## src/hw/rtl/drpm_pkg.sv

```systemverilog
package drpm_pkg;

    localparam int RINGS_DEF = 64;
    localparam int DIV_W     = 33;

    typedef enum logic [1:0] {
        ST_OK    = 2'd0,
        ST_BAD   = 2'd1,
        ST_ZERO  = 2'd2,
        ST_EMPTY = 2'd3
    } t_status;

    localparam logic KIND_WRITE = 1'b0;
    localparam logic KIND_POP   = 1'b1;

    localparam logic [4:0] REG_BASE_LO = 5'd0;
    localparam logic [4:0] REG_BASE_HI = 5'd1;
    localparam logic [4:0] REG_ENTRY   = 5'd2;
    localparam logic [4:0] REG_THRESH  = 5'd3;
    localparam logic [4:0] REG_LEVEL   = 5'd4;
    localparam logic [4:0] REG_WB_LO   = 5'd5;
    localparam logic [4:0] REG_WB_HI   = 5'd6;
    localparam logic [4:0] REG_FLAGS   = 5'd7;

    // Group 1 register that holds the driver-side pointer.
    localparam logic [4:0] REG_DRV_PTR = 5'd0;

    typedef struct packed {
        logic        kind;
        logic [15:0] addr;
        logic [31:0] value;
        logic [5:0]  pop_ring;
    } t_req;

    typedef struct packed {
        logic [1:0]  status;
        logic [63:0] fetch_addr;
        logic [9:0]  fetch_bytes;
        logic [19:0] tail_value;
        logic [63:0] tail_write_addr;
        logic [5:0]  ring_out;
    } t_rsp;

    // Handshake between the sequencer and the shared divider.
    typedef struct packed {
        logic              start;
        logic [DIV_W-1:0]  dividend;
        logic [19:0]       divisor;
    } t_div_cmd;

    typedef struct packed {
        logic        done;
        logic [19:0] remainder;
        logic [19:0] quotient;
    } t_div_rsp;

endpackage

```

## src/hw/rtl/drpm_div.sv

```systemverilog
module drpm_div
    import drpm_pkg::*;
(
    input  logic     i_clk,
    input  logic     i_rst_n,
    input  t_div_cmd i_cmd,
    output t_div_rsp o_rsp
);

    localparam int CW = $clog2(DIV_W + 1);

    logic [DIV_W-1:0] r_quo;
    logic [20:0]      r_rem;
    logic [19:0]      r_dvs;
    logic [CW-1:0]    r_cnt;
    logic             r_busy;
    logic             r_done;
    logic [20:0]      w_shift;
    logic [20:0]      w_diff;

    // Restoring division, one quotient bit per cycle.
    assign w_shift = {r_rem[19:0], r_quo[DIV_W-1]};
    assign w_diff  = w_shift - {1'b0, r_dvs};

    always_ff @(posedge i_clk) begin
        if (!i_rst_n) begin
            r_busy <= 1'b0;
            r_done <= 1'b0;
            r_cnt  <= '0;
        end else begin
            if (i_cmd.start) begin
                r_busy <= 1'b1;
                r_done <= 1'b0;
                r_cnt  <= CW'(DIV_W);
                r_quo  <= i_cmd.dividend;
                r_rem  <= '0;
                r_dvs  <= i_cmd.divisor;
            end else if (r_busy) begin
                if (!w_diff[20]) begin
                    r_rem <= w_diff;
                    r_quo <= {r_quo[DIV_W-2:0], 1'b1};
                end else begin
                    r_rem <= w_shift;
                    r_quo <= {r_quo[DIV_W-2:0], 1'b0};
                end
                r_cnt  <= r_cnt - 1'b1;
                r_busy <= (r_cnt != CW'(1));
                r_done <= (r_cnt == CW'(1));
            end else begin
                r_done <= 1'b0;
            end
        end
    end

    assign o_rsp.done      = r_done;
    assign o_rsp.remainder = r_rem[19:0];
    assign o_rsp.quotient  = r_quo[19:0];

endmodule

```

## config.mk

```make
export PLATFORM = sky130hd
export DESIGN_NAME = drpm_div
export DESIGN_NICKNAME = d
export VERILOG_FILES = /design/src/hw/rtl/drpm_pkg.sv /design/src/hw/rtl/drpm_div.sv
export SDC_FILE = /design/constraint.sdc
export NUM_CORES = 1
export LEC_CHECK = 0
export BUFFER_PORTS_ARGS = -buffer_cell sky130_fd_sc_hd__buf_4
export CAP_MARGIN = 10
export CORE_ASPECT_RATIO = 1.5
export CORE_UTILIZATION = 39
export CTS_BUF_LIST = sky130_fd_sc_hd__clkbuf_8
export CTS_CLUSTER_SIZE = 14
export DETAILED_ROUTE_END_ITERATION = 8
export GPL_ROUTABILITY_DRIVEN = 0
export PLACE_DENSITY = 0.68
export SLEW_MARGIN = 40
export SYNTH_ARGS = -nofsm -noshare
export SYNTH_HDL_FRONTEND = slang
export SYNTH_SLANG_ARGS = --single-unit
```

## constraint.sdc

```tcl
create_clock -name i_clk -period 4.2 [get_ports i_clk]
set_input_delay 0.63 -clock i_clk [delete_from_list [all_inputs] [get_ports i_clk]]
set_output_delay 0.63 -clock i_clk [all_outputs]
set_load 0.05 [all_outputs]
```

==> run summary, run 1 <==
The port buffer count is 96, and the number of remaining DRC errors is 0. Clock skew on the completed layout was measured at 7.28 ps. Total number of nets in the final design: 544. The first global-routing pass estimated 16.0 mm of wire.

The logs give 0 for the number of antenna diodes and 0 for the final antenna-violating net count. For the count of maximum capacitance violations, the log shows 0. Ranked by total cell area, the synthesized netlist is headed by sky130_fd_sc_hd__edfxtp_1 48%, sky130_fd_sc_hd__mux2_2 7.9%, sky130_fd_sc_hd__ha_1 6.0%. After detailed routing, the total wire length is 9.87 mm.

The share of the yosys chip area belonging to registers came out at 51.4%. The net count after synthesis was 470. Once the clock tree was built, the setup fixing pass inserted 0 buffers. The number of ports placed on the die boundary was 97. The die is 135 um tall. In the final layout, the share of cells above drive strength 1 is 32.6%. STA classifies the critical path endpoint as a register. For the global-route usage over all layers, the log shows 16.6%. The placed wire-length estimate after detailed placement is 7.17 mm, and the routed wire length per instance is 15.9 um.

Maximum level of the CTS H-tree: 3. TritonCTS created 9 clock buffers. The kind of critical path was register to register.

For the pin with the worst max-slew slack, the measured transition is 764 ps. The number of flops mapped to enable cells by yosys is 73, and the via total after detailed routing is 3266. The via count of the first global-routing pass is 3445, and the floorplan row count is 48. Synthesis warning total: 0. The run finished with clean final reports.

For the number of distinct standard cells referenced by the synthesized netlist, the log shows 56. The worst hold-check path type is primary input to register. Across the VDD grid, the largest voltage drop is 248 uV. Among all flip-flop cells after synthesis, the most frequent one is sky130_fd_sc_hd__edfxtp_1.

The clock transition at the register clock pins on the worst setup and hold paths after CTS came out at 90 ps. The power per cell area came out at 426 nW/um^2. The first TritonRoute pass finished after 6 iterations. Synthesis-to-layout area growth: 20.2%.

The worst hold slack across all endpoints came out at 440 ps. Synthesis inferred 81 register bits. By count the netlist is led by 73 x sky130_fd_sc_hd__edfxtp_1, 34 x sky130_fd_sc_hd__inv_1, 32 x sky130_fd_sc_hd__mux2_2.

For this block, the initial DRC count from the detailed router was 146. TritonCTS built the clock tree. Synthesized cell area: 4580 um^2. Counting I/O delays and the setup requirement, the final critical path takes 3240 ps. The number of max-slew violations in the final report was 0. Counting the fill cells in the layout gives 1036. The tools report the setup-violating endpoint count in the final report as 0. The critical path launch point type is a register. The logs give 0 for the number of antenna violations at the first check in global routing and 81 for the clock sink count. The final critical path takes up 77.2% of the cycle. In this run the tightest slew margin relative to its limit is 49.0%.

The most common cell in the synthesized netlist was sky130_fd_sc_hd__edfxtp_1. The maximum clock rate came out at 308 MHz. The region available for standard cell placement spans 11500 um^2. The number of buffers added to fix hold violations after cts came out at 0.

For the instance count of the mapped netlist, the log shows 391. The floorplan step defined a die boundary enclosing 12200 um^2. For the maximum root-to-sink buffer count, the log shows 2.

Summed over all layers, the global routing overflow is 0. For this design the static power due to leakage is 2.25 nW. Entering global routing, the biggest net connects 54 pins. The die is 90.5 um wide. Dividing the detail-routed via count by the number of cells gives 5.27.

The initial cell density of the core was 39.9%. The post-cts sizing count was 0; the endpoint required time on the critical path was 4320 ps. Setup repair after global routing left no endpoint under its margin. The tools report the arrival time of the worst setup path as 3370 ps. Summed over all instances, the cell type with the most area after synthesis is sky130_fd_sc_hd__edfxtp_1.

For the final routed database, the setup TNS stands at 0 ps. The later pin in the worst-skew pair is clocked with a latency of 360 ps. In this run the biggest area consumer among cell types represents 47.9% of the synthesized area. The tools report the clock root buffer as sky130_fd_sc_hd__clkbuf_8. Of all flip-flops after synthesis, the portion carrying an async set or reset was 0%.

Dividing the synthesized area by the synthesized cell count gives 11.7 um^2. Hold violation count in the final report: 0. In this run the worst path has a maximum fanout of 22.
==> registers in the layout, summed over array words and instances, names as in the netlist <==
signal	flops
r_dvs	20
r_cnt	6
r_rem	20
r_done	1
r_busy	1
r_quo	33
==> where the power goes <==
part	leakage, nW	total (mW)	switching, mW	internal (mW)
combinational	1.37	0.690	0.417	0.273
clock	0.111	0.648	0.299	0.348
sequential	0.762	1.01	0.0409	0.965
==> layout make-up <==
cell class                 instances  area [um^2]  area share, %
tap                              150          188           3.41
clock inverter                     6         83.8           1.52
multi-input combinational        241         1880           34.1
timing repair buffer              98          736           13.4
inverter                          34          128           2.32
clock buffer                      10          138           2.50
sequential                        81         2350           42.7
==> metrics by stage <==
stage / power, mW / instance area, um^2 / worst slack (ps) / utilization [%] / instances
floorplan: 1.54 / 4580 / 986 / - / 391
global placement: 1.70 / 5280 / 1050 / 46.1 / 604
detailed placement: 1.72 / 5280 / 959 / 46.1 / 604
CTS: 2.36 / 5500 / 944 / 48.0 / 620
global route: 2.45 / 5500 / 856 / 48.0 / 620
finish: 2.34 / 5500 / 956 / 48.0 / 620
==> final timing paths <==
kind | startpoint | to | slack, ps | cells past startpoint
setup / recovery | r_quo[32]$_DFFE_PP_ | r_rem[17]$_SDFFCE_PP0P_ | 960 | 10
hold / removal | i_cmd[10] | r_dvs[10]$_DFFE_PP_ | 440 | 1
setup reg to reg | r_quo[32]$_DFFE_PP_ | r_rem[17]$_SDFFCE_PP0P_ | 960 | 10
hold reg to reg | r_cnt[1]$_SDFFE_PP0P_ | r_cnt[1]$_SDFFE_PP0P_ | 500 | 2
==> cells by family after synthesis <==
kind of cell,count (synthesis),share of synthesized area [%]
xor gates and xnor gates,18,3.44
AOI/OAI and AO/OA,93,14.3
muxes,35,8.53
and+or+nand+nor,72,8.31
buffers and inverters,69,7.60
adders and majority gates,23,6.45
DFF,81,51.4
==> cell usage in the layout (no fill, tap or decap), types with 9 or more instances in the layout <==
cell type                   n
sky130_fd_sc_hd__ha_1      22
sky130_fd_sc_hd__clkbuf_8  10
sky130_fd_sc_hd__nand4_1    9
sky130_fd_sc_hd__xnor2_1   10
sky130_fd_sc_hd__buf_4     98
sky130_fd_sc_hd__mux2_2    32
sky130_fd_sc_hd__inv_1     34
sky130_fd_sc_hd__a21oi_1   17
sky130_fd_sc_hd__nand2_1   15
sky130_fd_sc_hd__nor2_1    19
sky130_fd_sc_hd__a211oi_1  11
sky130_fd_sc_hd__o21ai_0   13
sky130_fd_sc_hd__edfxtp_1  73
==> worst max-delay path, stage by stage, from the launching register on <==
cell and delay (ps):
sky130_fd_sc_hd__edfxtp_1 340, sky130_fd_sc_hd__inv_1 50, sky130_fd_sc_hd__ha_1 220, sky130_fd_sc_hd__fa_1 400, sky130_fd_sc_hd__and2b_1 260, sky130_fd_sc_hd__o31a_2 200, sky130_fd_sc_hd__o211ai_2 120, sky130_fd_sc_hd__o2111a_1 260
sky130_fd_sc_hd__or3_4 500, sky130_fd_sc_hd__and2_4 300, sky130_fd_sc_hd__o311a_1 370
==> layer usage <==
metal | GRT usage [%] | routed length, um | vias to the layer above
li1 | - | - | 1585
met1 | 17.7 | 3850 | 1545
met2 | 30.0 | 5150 | 112
met3 | 4.90 | 612 | 24
met4 | 7.71 | 248 | 0
met5 | 0 | 0 | -
No activity file was read; power rests on OpenSTA's default activity.
==> run 2: changes to the inputs <==
--- a/config.mk
+++ b/config.mk
@@ -5,6 +5,7 @@
 export SDC_FILE = /design/constraint.sdc
 export NUM_CORES = 1
 export LEC_CHECK = 0
+export ABC_AREA = 1
 export BUFFER_PORTS_ARGS = -buffer_cell sky130_fd_sc_hd__buf_4
 export CAP_MARGIN = 10
 export CORE_ASPECT_RATIO = 1.5
==> constraint.sdc (replaced) <==
create_clock -name i_clk -period 3.3 [get_ports i_clk]
set_input_delay 0.495 -clock i_clk [delete_from_list [all_inputs] [get_ports i_clk]]
set_output_delay 0.495 -clock i_clk [all_outputs]
set_load 0.05 [all_outputs]
==> run summary, run 2 <==
Critical path launch point type: a register (unchanged). The adder and majority cell fraction of the synthesized area is 5.93% (was 6.45%). The setup slack on the worst flop-to-flop path is 1000 ps (was 960 ps). The number of ports placed on the die boundary was 97 (unchanged). The tools report the element type at the critical path end as a register (unchanged).

The setup clock skew after layout is 18.2 ps (was 7.28 ps), and the instance count of the mapped netlist is 637 (was 391). The worst hold slack across all endpoints was 297 ps (was 440 ps). The share of flip-flops with an asynchronous set or reset after synthesis was 0% (unchanged); the core outline area was 12400 um^2 (was 11500 um^2). Startpoint of the most critical setup path: r_quo[32]$_DFFE_PP_ (unchanged). For the cell area after layout, the log shows 5920 um^2 (was 5500 um^2). The kind of critical path was register to register (unchanged).

The longest individual stage delay on the worst path was 420 ps (was 500 ps); the global routing usage on met2 was 30.9% (was 30.0%). Largest cells by area after synthesis: sky130_fd_sc_hd__edfxtp_1 44%, sky130_fd_sc_hd__nand2_1 20%, sky130_fd_sc_hd__inv_1 6.9% (was sky130_fd_sc_hd__edfxtp_1 48%, sky130_fd_sc_hd__mux2_2 7.9%, sky130_fd_sc_hd__ha_1 6.0%). TritonCTS built the clock tree.

The logs give 33 (was 56) for the number of distinct standard cells referenced by the synthesized netlist and 0 (unchanged) for the number of antenna violations at the first check in global routing. The run gives 3 (unchanged) as the maximum level of the CTS H-tree. The port buffer count is 96 (unchanged), and the share of the yosys chip area belonging to registers is 47.2% (was 51.4%). Floorplan row count: 50 (was 48). For the first-pass iteration count of the detailed router, the log shows 5 (was 6). Most frequent cells in the layout: 263 x sky130_fd_sc_hd__nand2_1, 101 x sky130_fd_sc_hd__buf_4, 90 x sky130_fd_sc_hd__inv_1, 73 x sky130_fd_sc_hd__edfxtp_1, 65 x sky130_fd_sc_hd__nor2_1 (was 98 x sky130_fd_sc_hd__buf_4, 73 x sky130_fd_sc_hd__edfxtp_1, 34 x sky130_fd_sc_hd__inv_1, 32 x sky130_fd_sc_hd__mux2_2, 22 x sky130_fd_sc_hd__ha_1). The synthesis warning total was 0 (unchanged). Setup slack at placement: 1030 ps (was 959 ps). The post-CTS repair timing setup buffer count was 0 (unchanged); the wire length reported by the detailed router was 10.9 mm (was 9.87 mm). The slew of the pin with the lowest slew margin was 593 ps (was 764 ps); the maximum root-to-sink buffer count was 2 (unchanged). The cell type contributing the most total cell area after synthesis was sky130_fd_sc_hd__edfxtp_1 (unchanged).

Most common cell in the synthesized netlist: sky130_fd_sc_hd__nand2_1 (was sky130_fd_sc_hd__edfxtp_1). The post-layout minimum cycle time works out to 2300 ps (was 3240 ps). The fraction of the mapped netlist area in compound gates works out to 2.41% (was 14.3%).

The tools report the maximum clock rate as 435 MHz (was 308 MHz). The tools report the largest net degree at the start of global routing as 38 (was 54). The tools report the number of instances in the placed design as 861 (was 604). The tools report the smallest setup slack after layout as 1000 ps (was 956 ps). The run gives 4113 (was 3445) as the via count of the first global-routing pass. The combinational family with the most area after synthesis is simple AND/OR/NAND/NOR gates (was compound AO/OA/AOI/OAI gates).

The routed wire length per instance works out to 12.4 um (was 15.9 um). Biggest regs: r_quo x33, r_dvs x20, r_rem x20 (unchanged). The final instance count without filler cells is 877 (was 620), and the placed wire-length estimate after detailed placement is 8.24 mm (was 7.17 mm). The fraction of synthesized area in multiplexers came out at 0% (was 8.53%). The final antenna-violating net count is 0 (unchanged), and the number of flops mapped to enable cells by yosys is 73 (unchanged). For the worst-case headroom to the max-slew limit, the log shows 60.4% (was 49.0%). The clock transition at the register clock pins on the worst setup and hold paths after CTS was 100 ps (was 90 ps); the total number of nets in the final design was 795 (was 544). The number of vias per cell after detailed routing was 4.60 (was 5.27); the power per cell area was 555 nW/um^2 (was 426 nW/um^2).

The per-instance average area after synthesis is 7.82 um^2 (was 11.7 um^2). For the leakage power total, the log shows 3.04 nW (was 2.25 nW). The global-route usage over all layers was 17.6% (was 16.6%). The clock root buffer is sky130_fd_sc_hd__clkbuf_8 (unchanged). Cell with the biggest individual delay on the critical path: sky130_fd_sc_hd__fa_1 (was sky130_fd_sc_hd__or3_4). Part of the cycle the worst path needs: 69.6% (was 77.2%). For the clock latency on the worst-skew pair, the log shows 370 ps (was 360 ps). The startpoint of the worst hold path is i_cmd[6] (was i_cmd[10]).

The portion of synthesized cell area occupied by the leading cell type works out to 44.0% (was 47.9%). The reg-to-reg critical path endpoint is r_rem[8]$_SDFFCE_PP0P_ (was r_rem[17]$_SDFFCE_PP0P_). For the initial cell density of the core, the log shows 40.0% (was 39.9%). The number of buffers created by CTS is 9 (unchanged).

The tools report the global-route met3 utilization as 4.18% (was 4.90%). The hold violation count in the final report is 0 (unchanged). The final sum of negative setup slack is 0 ps (unchanged).

The most instantiated flip-flop cell in the synthesis netlist was sky130_fd_sc_hd__edfxtp_1 (unchanged). Synthesis-to-layout area growth: 18.8% (was 20.2%). The worst flop-to-flop path startpoint is r_quo[32]$_DFFE_PP_ (unchanged). Hold-critical path endpoint: r_dvs[6]$_DFFE_PP_ (was r_dvs[10]$_DFFE_PP_). The tools report the number of remaining DRC errors as 0 (unchanged). Starting DRC count in detailed routing: 199 (was 146). The number of max-slew violations in the final report was 0 (unchanged); the depth of the worst register-to-register path was 13 (was 10).

The run gives 0 (unchanged) as the number of antenna diodes. The overall die width is 94.3 um (was 90.5 um), and the worst vdd rail ir drop is 236 uV (was 248 uV). Cells along the critical path: inv_1 -> ha_1 -> fa_1 -> inv_1 -> nand3_1 -> nand2_1 -> nand2_2 -> nand3_2 -> nand2_2 -> nand2_4 -> nand2_1 -> nand2_1 -> nor2_1 (was inv_1 -> ha_1 -> fa_1 -> and2b_1 -> o31a_2 -> o211ai_2 -> o2111a_1 -> or3_4 -> and2_4 -> o311a_1). The worst hold-check path type is primary input to register (unchanged). Among the stages of the critical path, the cell type that occurs most often is sky130_fd_sc_hd__nand2_1.

The net count after synthesis was 716 (was 470); the biggest fanout along the worst timing path was 22 (unchanged). The number of flip-flops under the largest register name was 33 (unchanged); the xor and xnor area share after synthesis was 1.93% (was 3.44%). The via total after detailed routing was 4038 (was 3266). The logs give 19.4% (was 17.7%) for the met1 layer usage reported by global route and 5710 um^2 (was 5280 um^2) for the area of placed instances. The count of cells along the worst hold path was 1 (unchanged); the combined buffer and inverter count along the critical path was 2 (was 1). The height of the die came out at 140 um (was 135 um).

The flip-flop and latch count after synthesis came out at 81 (unchanged). The tools report the first-pass GRT wire length as 18.1 mm (was 16.0 mm). The endpoint required time on the critical path is 3410 ps (was 4320 ps), and the count of maximum capacitance violations is 0 (unchanged). Setup repair after global routing left no endpoint under its margin.

Post-synth top cells: 264 x sky130_fd_sc_hd__nand2_1, 91 x sky130_fd_sc_hd__inv_1, 73 x sky130_fd_sc_hd__edfxtp_1 (was 73 x sky130_fd_sc_hd__edfxtp_1, 34 x sky130_fd_sc_hd__inv_1, 32 x sky130_fd_sc_hd__mux2_2). Largest register by flop count: r_quo (unchanged). The setup-violating endpoint count in the final report came out at 0 (unchanged). The dominant delay contributor by cell family on the critical path was simple AND/OR/NAND/NOR gates (unchanged).

The synthesized cell area is 4980 um^2 (was 4580 um^2), and the fraction of final layout cells with drive strength greater than 1 is 19.0% (was 32.6%). Most common library cell in the layout ignoring fill and taps: sky130_fd_sc_hd__nand2_1 (was sky130_fd_sc_hd__buf_4). The post-cts sizing count is 0 (unchanged).

The run gives 81 (unchanged) as the clock sink count. The flow ran to the end, and the final reports show no timing, DRC or antenna violations. The global route total overflow was 0 (unchanged).

The post-synthesis share of cell area spent on and, or, nand and nor gates was 31.1% (was 8.31%). The most congested layer reported by global routing is met2 (unchanged). The arrival time of the worst setup path came out at 2410 ps (was 3370 ps). For the number of buffers added to fix hold violations after cts, the log shows 0 (unchanged).

The die area is 13200 um^2 (was 12200 um^2).
==> run 2: changes by cell type after synthesis, sizes merged, moves of 7 or more <==
cell    change
a31o        -7
o21ai      -14
xnor2       -8
nor2       +51
inv        +58
nand2     +257
mux2       -32
a211oi     -10
nand3      +12
==> run 2: metal layers <==
metal  vias up  wire length (um)
met2       111              5480
met3        22               611
li1       2113                 -
met4         0               292
met5         -                 0
met1      1792              4490
==> run 2: kinds of logic after synthesis <==
group,Yosys count
AO/OA/AOI/OAI,21
XOR/XNOR,11
adder cells (fa/ha/maj),23
buffers and inverters,125
flip-flops,81
AND/OR/NAND/NOR,376
==> run 2: worst reg2reg max path: stages (launching register included) <==
cell and delay (ps):
sky130_fd_sc_hd__edfxtp_1 360, sky130_fd_sc_hd__inv_1 50, sky130_fd_sc_hd__ha_1 210, sky130_fd_sc_hd__fa_1 420
sky130_fd_sc_hd__inv_1 110, sky130_fd_sc_hd__nand3_1 70, sky130_fd_sc_hd__nand2_1 140, sky130_fd_sc_hd__nand2_2 100
sky130_fd_sc_hd__nand3_2 100, sky130_fd_sc_hd__nand2_2 70, sky130_fd_sc_hd__nand2_4 210, sky130_fd_sc_hd__nand2_1 90
sky130_fd_sc_hd__nand2_1 70, sky130_fd_sc_hd__nor2_1 40
==> run 2: final cells by class <==
type,count,area [um^2]
clock buffer,10,138
clock inverter,6,71.3
fill,1230,6530
inverter,92,345
multi-input combinational,431,2060
sequential,81,2350
tap,156,195
timing repair buffer,101,758
==> run 2: metrics by stage <==
step / util, % / power, mW
floorplan: - / 2.26
global placement: 45.9 / 2.51
detailed placement: 45.9 / 2.52
CTS: 47.6 / 3.32
global route: 47.6 / 3.50
finish: 47.6 / 3.28
==> run 2: power by group <==
part | switching [mW] | internal [mW] | leakage, nW
Clock | 0.401 | 0.382 | 0.110
Combinational | 0.786 | 0.392 | 2.16
Sequential | 0.0655 | 1.26 | 0.772
Total | 1.25 | 2.03 | 3.04
==> run 2: how the worst max path moves through the flow <==
stage	end	slack, ps	depth (start not counted)
final	r_rem[8]$_SDFFCE_PP0P_	1000	13
after global routing	r_rem[4]$_SDFFCE_PP0P_	790	13
after CTS	r_rem[12]$_SDFFCE_PP0P_	990	13
after detailed placement	r_rem[12]$_SDFFCE_PP0P_	1030	13
after global placement	r_rem[10]$_SDFFCE_PP0P_	1090	13
after floorplan	r_quo[0]$_DFFE_PP_	850	3
